$ cat config.mk
export PLATFORM = sky130hd
export DESIGN_NAME = hsfc_front
export DESIGN_NICKNAME = d
export VERILOG_FILES = /design/src/sv/hsfc_pkg.sv /design/src/sv/hsfc_front.sv
export SDC_FILE = /design/constraint.sdc
export NUM_CORES = 1
export LEC_CHECK = 0
export ABC_AREA = 1
export BUFFER_PORTS_ARGS = -buffer_cell sky130_fd_sc_hd__clkbuf_2
export CORE_MARGIN = 10
export CORE_UTILIZATION = 50
export DETAILED_ROUTE_END_ITERATION = 10
export PLACE_DENSITY = 0.82
export SYNTH_ARGS = -nofsm -noshare
export SYNTH_HDL_FRONTEND = slang
export SYNTH_SLANG_ARGS = --single-unit
$ cat constraint.sdc
create_clock -name clk -period 3.5 [get_ports clk]
set_input_delay 0.7 -clock clk [delete_from_list [all_inputs] [get_ports clk]]
set_output_delay 0.7 -clock clk [all_outputs]
set_load 0.03 [all_outputs]
$ cat src/sv/hsfc_pkg.sv
// shared types, constants and the crc step for the frame checker
package hsfc_pkg;

  localparam logic [7:0] CRC_INIT = 8'hFF;
  localparam logic [7:0] CRC_POLY = 8'h31;

  // scale factors and offsets, in hundredths
  localparam logic [14:0] TEMP_SPAN   = 15'd17500;
  localparam logic [13:0] HUM_SPAN    = 14'd12500;
  localparam logic [15:0] TEMP_OFFSET = 16'd4500;
  localparam logic [15:0] HUM_OFFSET  = 16'd600;

  localparam int QDEPTH = 2;
  localparam int QPTR_W = $clog2(QDEPTH);
  localparam int QCNT_W = $clog2(QDEPTH + 1);

  typedef enum logic [2:0] {
    POS_T_MSB,
    POS_T_LSB,
    POS_T_CRC,
    POS_H_MSB,
    POS_H_LSB,
    POS_H_CRC
  } pos_t;

  typedef struct packed {
    logic        status;
    logic [15:0] temp_code;
    logic [15:0] hum_code;
  } frame_rec_t;

  // one byte through the crc-8, msb first
  function automatic logic [7:0] crc_feed(input logic [7:0] crc, input logic [7:0] b);
    logic [7:0] c;
    logic [7:0] d;
    c = crc;
    d = b;
    for (int k = 0; k < 8; k++) begin
      if (c[7] ^ d[7]) begin
        c = {c[6:0], 1'b0} ^ CRC_POLY;
      end else begin
        c = {c[6:0], 1'b0};
      end
      d = {d[6:0], 1'b0};
    end
    return c;
  endfunction

endpackage

$ cat src/sv/hsfc_front.sv
// front end: byte position tracking, crc check and word assembly
module hsfc_front (
  input  logic                clk,
  input  logic                rst,
  input  logic                accept,
  input  logic [7:0]          data_byte,
  input  logic                frame_start,
  output logic                rec_push,
  output hsfc_pkg::frame_rec_t rec
);

  hsfc_pkg::pos_t pos;
  hsfc_pkg::pos_t pos_eff;
  hsfc_pkg::pos_t pos_next;

  logic [7:0]  running_crc;
  logic [7:0]  running_crc_next;
  logic [15:0] temp_word;
  logic [15:0] temp_word_next;
  logic [15:0] hum_word;
  logic [15:0] hum_word_next;
  logic        temp_crc_good;
  logic        temp_crc_good_next;
  logic [7:0]  crc_step;

  assign pos_eff  = frame_start ? hsfc_pkg::POS_T_MSB : pos;
  assign crc_step = hsfc_pkg::crc_feed(
    (pos_eff == hsfc_pkg::POS_T_MSB || pos_eff == hsfc_pkg::POS_H_MSB) ?
      hsfc_pkg::CRC_INIT : running_crc, data_byte);

  // next position
  always_comb begin
    case (pos_eff)
      hsfc_pkg::POS_T_MSB: pos_next = hsfc_pkg::POS_T_LSB;
      hsfc_pkg::POS_T_LSB: pos_next = hsfc_pkg::POS_T_CRC;
      hsfc_pkg::POS_T_CRC: pos_next = hsfc_pkg::POS_H_MSB;
      hsfc_pkg::POS_H_MSB: pos_next = hsfc_pkg::POS_H_LSB;
      hsfc_pkg::POS_H_LSB: pos_next = hsfc_pkg::POS_H_CRC;
      default:             pos_next = hsfc_pkg::POS_T_MSB;
    endcase
  end

  // datapath updates per position
  always_comb begin
    running_crc_next   = running_crc;
    temp_word_next     = temp_word;
    hum_word_next      = hum_word;
    temp_crc_good_next = temp_crc_good;
    rec_push           = 1'b0;
    case (pos_eff)
      hsfc_pkg::POS_T_MSB: begin
        running_crc_next = crc_step;
        temp_word_next   = {data_byte, temp_word[7:0]};
      end
      hsfc_pkg::POS_T_LSB: begin
        running_crc_next = crc_step;
        temp_word_next   = {temp_word[15:8], data_byte};
      end
      hsfc_pkg::POS_T_CRC: begin
        temp_crc_good_next = (data_byte == running_crc);
        running_crc_next   = hsfc_pkg::CRC_INIT;
      end
      hsfc_pkg::POS_H_MSB: begin
        running_crc_next = crc_step;
        hum_word_next    = {data_byte, hum_word[7:0]};
      end
      hsfc_pkg::POS_H_LSB: begin
        running_crc_next = crc_step;
        hum_word_next    = {hum_word[15:8], data_byte};
      end
      default: begin
        running_crc_next = hsfc_pkg::CRC_INIT;
        rec_push         = accept;
      end
    endcase
  end

  assign rec.status    = !(temp_crc_good && (data_byte == running_crc));
  assign rec.temp_code = temp_word;
  assign rec.hum_code  = hum_word;

  always_ff @(posedge clk) begin
    if (rst) begin
      pos           <= hsfc_pkg::POS_T_MSB;
      running_crc   <= hsfc_pkg::CRC_INIT;
      temp_word     <= '0;
      hum_word      <= '0;
      temp_crc_good <= 1'b0;
    end else if (accept) begin
      pos           <= pos_next;
      running_crc   <= running_crc_next;
      temp_word     <= temp_word_next;
      hum_word      <= hum_word_next;
      temp_crc_good <= temp_crc_good_next;
    end
  end

endmodule

==> impl_metrics.json <==
{
  "outcome": "complete, no violations",
  "nets": 399,
  "fp-row-count": 24,
  "vias": 2410,
  "synth_compound_area_frac": 0.124,
  "syn_area_per_cell_um2": 6.70,
  "cts_sinks": 44,
  "via_per_inst": 5.49,
  "critPathMaxStageDelay_ns": 0.43,
  "start_kind": "input port",
  "path_max_fanout": 6,
  "min_period_ns": 2.67,
  "slew_headroom": 0.510,
  "wl_mm": 6.35,
  "dieHeight_um": 87.4,
  "synth_fp_nets": 351,
  "clk_pin_slew_ns": 0.08,
  "synth_fa_ha_area_frac": 0,
  "grt.total_usage": 0.166,
  "fin_cells": 439,
  "worstHoldPathType": "reg -> reg",
  "clock_path_buffers": 2,
  "synth-xor-area-share": 0.0154,
  "fin_skew_ns": 0.00743,
  "hold_viol": 0,
  "antenna_found_initial": 0,
  "synth-seq-cells": 44,
  "die_w_um": 87.4,
  "ys.flop_type": "dfxtp_1",
  "fmax_ghz": 0.374,
  "mappedNetlistArea_um2": 2270,
  "grt_overflow": 0,
  "slowest_stage": "nor4_1",
  "cts_post_setup_buffers_inserted": 0,
  "vdd.ir_drop.worst_v": 0.000206,
  "io_buffers": 45,
  "tightest_slew_ns": 0.735,
  "postCtsHoldBufs": 0,
  "worstSkewPairLatency_ns": 0.30,
  "fin_ws_ns": 0.826,
  "syn_inst": 339,
  "cts_tree": "built",
  "critPathKind": "in -> out",
  "synth.top_cell.area_share": 0.388,
  "yosysMostFrequentCell": "nand2_1",
  "cts_buffers": 5,
  "ys_seq_area_frac": 0.388,
  "crit_top_cell": "clkbuf_2",
  "core_area_um2": 4380,
  "cts-root-buf": "clkbuf_8",
  "cp.required_ns": 2.80,
  "synthToLayoutAreaGrowth_pct": 16.5,
  "wire_per_inst_um": 14.5,
  "ys_async_sr_fraction": 0,
  "worst-endpoint-arrival_ns": 1.97,
  "synth.distinct_cells": 27,
  "critPathCaptureType": "output port",
  "synth_simple_gate_area_frac": 0.403,
  "drc_errors": 0,
  "total_power_mw": 1.12,
  "htreeDepth": 2,
  "dieArea_um2": 7640,
  "place_ws_ns": 0.903,
  "hpwl_mm": 4.69,
  "first_iter_violations": 257,
  "grt_max_degree": 39,
  "synthTopCellsByArea": "dfxtp_1 39%, nand2_1 17%, nand3_1 11%, a21oi_1 9.5%, inv_1 5.0%",
  "grt_pass1_wl_mm": 10.4,
  "num_antenna_cells": 0,
  "yosysTopAreaCell": "dfxtp_1",
  "cts_resized": 0,
  "place_inst": 432,
  "final_util": 0.604,
  "rsz0062_at_grt": "false",
  "fin_setup_tns_ns": 0,
  "maxCapViolations": 0,
  "slew_viol_final": 0,
  "p_leak_nw": 1.27,
  "synthMuxAreaShare": 0,
  "antenna_left": 0,
  "grt_pass1_vias": 2221,
  "fin_crit_sh": 0.764,
  "synth.yosys.warnings": 0,
  "synth_edf_count": 0,
  "dr.pass1.iters": 6,
  "synth_top_family_by_area": "simple AND/OR/NAND/NOR gates",
  "power_density_nw_per_um2": 423,
  "crit_chain": "clkbuf_2 -> xnor2_1 -> nand3_1 -> nor4_1 -> nand2_1 -> clkbuf_2",
  "initial_core_util": 0.518,
  "synthTopCellsByCount": "103 x nand2_1, 51 x nand3_1, 44 x dfxtp_1, 43 x a21oi_1, 30 x inv_1",
  "io_pins": 46,
  "setup_violations": 0,
  "drive_above_1_share": 0.220,
  "gp_congestion": 0.949
}
==> logic make-up (layout without fill, tap and decap cells) <==
group,count (synthesis),in the layout
AND/OR/NAND/NOR,195,195
AO/OA/AOI/OAI,55,55
flip-flops,44,44
buffers and inverters,41,89
XOR/XNOR,4,4
==> critical path, delay by kind of cell <==
kind	cells	cell delay, ns
xor gates and xnor gates	1	0.27
buffers and inverters	2	0.37
and+or+nand+nor	3	0.63
==> per-layer routing <==
layer  part of all wire  vias up  track usage
met5                  0        -            0
met4              0.021        0       0.0565
met3              0.075       15       0.0356
met2               0.48       99        0.279
met1               0.43     1088        0.202
li1                   -     1208            -
==> metrics by stage <==
step           instance area [µm²]  hold WS [ns]
2_1_floorplan                 2270         0.444
3_3_place_gp                  2570         0.447
3_5_place_dp                  2570         0.455
4_1_cts                       2650         0.467
5_1_grt                       2650         0.490
6_report                      2650         0.464
==> state kept, by name, indices dropped and copies added, names as in the netlist <==
name           cells
pos                3
temp_crc_good      1
hum_word          16
temp_word         16
running_crc        8
==> cell type report <==
type | instances | area, µm²
fillers | 424 | 1740
clock inverters | 2 | 12.5
well taps | 52 | 65.1
inverters | 31 | 116
repair buffers | 51 | 270
multi-input cells | 254 | 1230
clock buffers | 5 | 68.8
flip-flops and latches | 44 | 881
==> layout by cell type (no fill, tap or decap), drive strengths merged, types with 2 or more instances in the layout <==
cell,n
nand2,123
nand3,54
clkbuf,50
dfxtp,44
a21oi,43
inv,31
nor2,9
o21ai,8
buf,6
nand4,3
xnor2,2
xor2,2
a31oi,2
or2,2
nor3,2
==> report_power, final <==
| part | internal (mW) | leakage (nW) | switching (mW) |
|---|---|---|---|
| clock network | 0.135 | 0.0400 | 0.175 |
| registers | 0.523 | 0.359 | 0.0158 |
| logic | 0.0859 | 0.873 | 0.185 |
| total | 0.744 | 1.27 | 0.376 |
==> final timing paths <==
| check | to | depth (start not counted) | startpoint | slack, ns |
|---|---|---|---|---|
| worst max-delay path | rec[32] | 6 | data_byte[5] | 0.83 |
| worst min-delay path | hum_word[5] | 2 | hum_word[5] | 0.46 |
| worst max register to register | running_crc[5] | 17 | pos[0] | 1.46 |
| worst min register to register | hum_word[5] | 2 | hum_word[5] | 0.46 |
(Power assumes the default switching activity.)
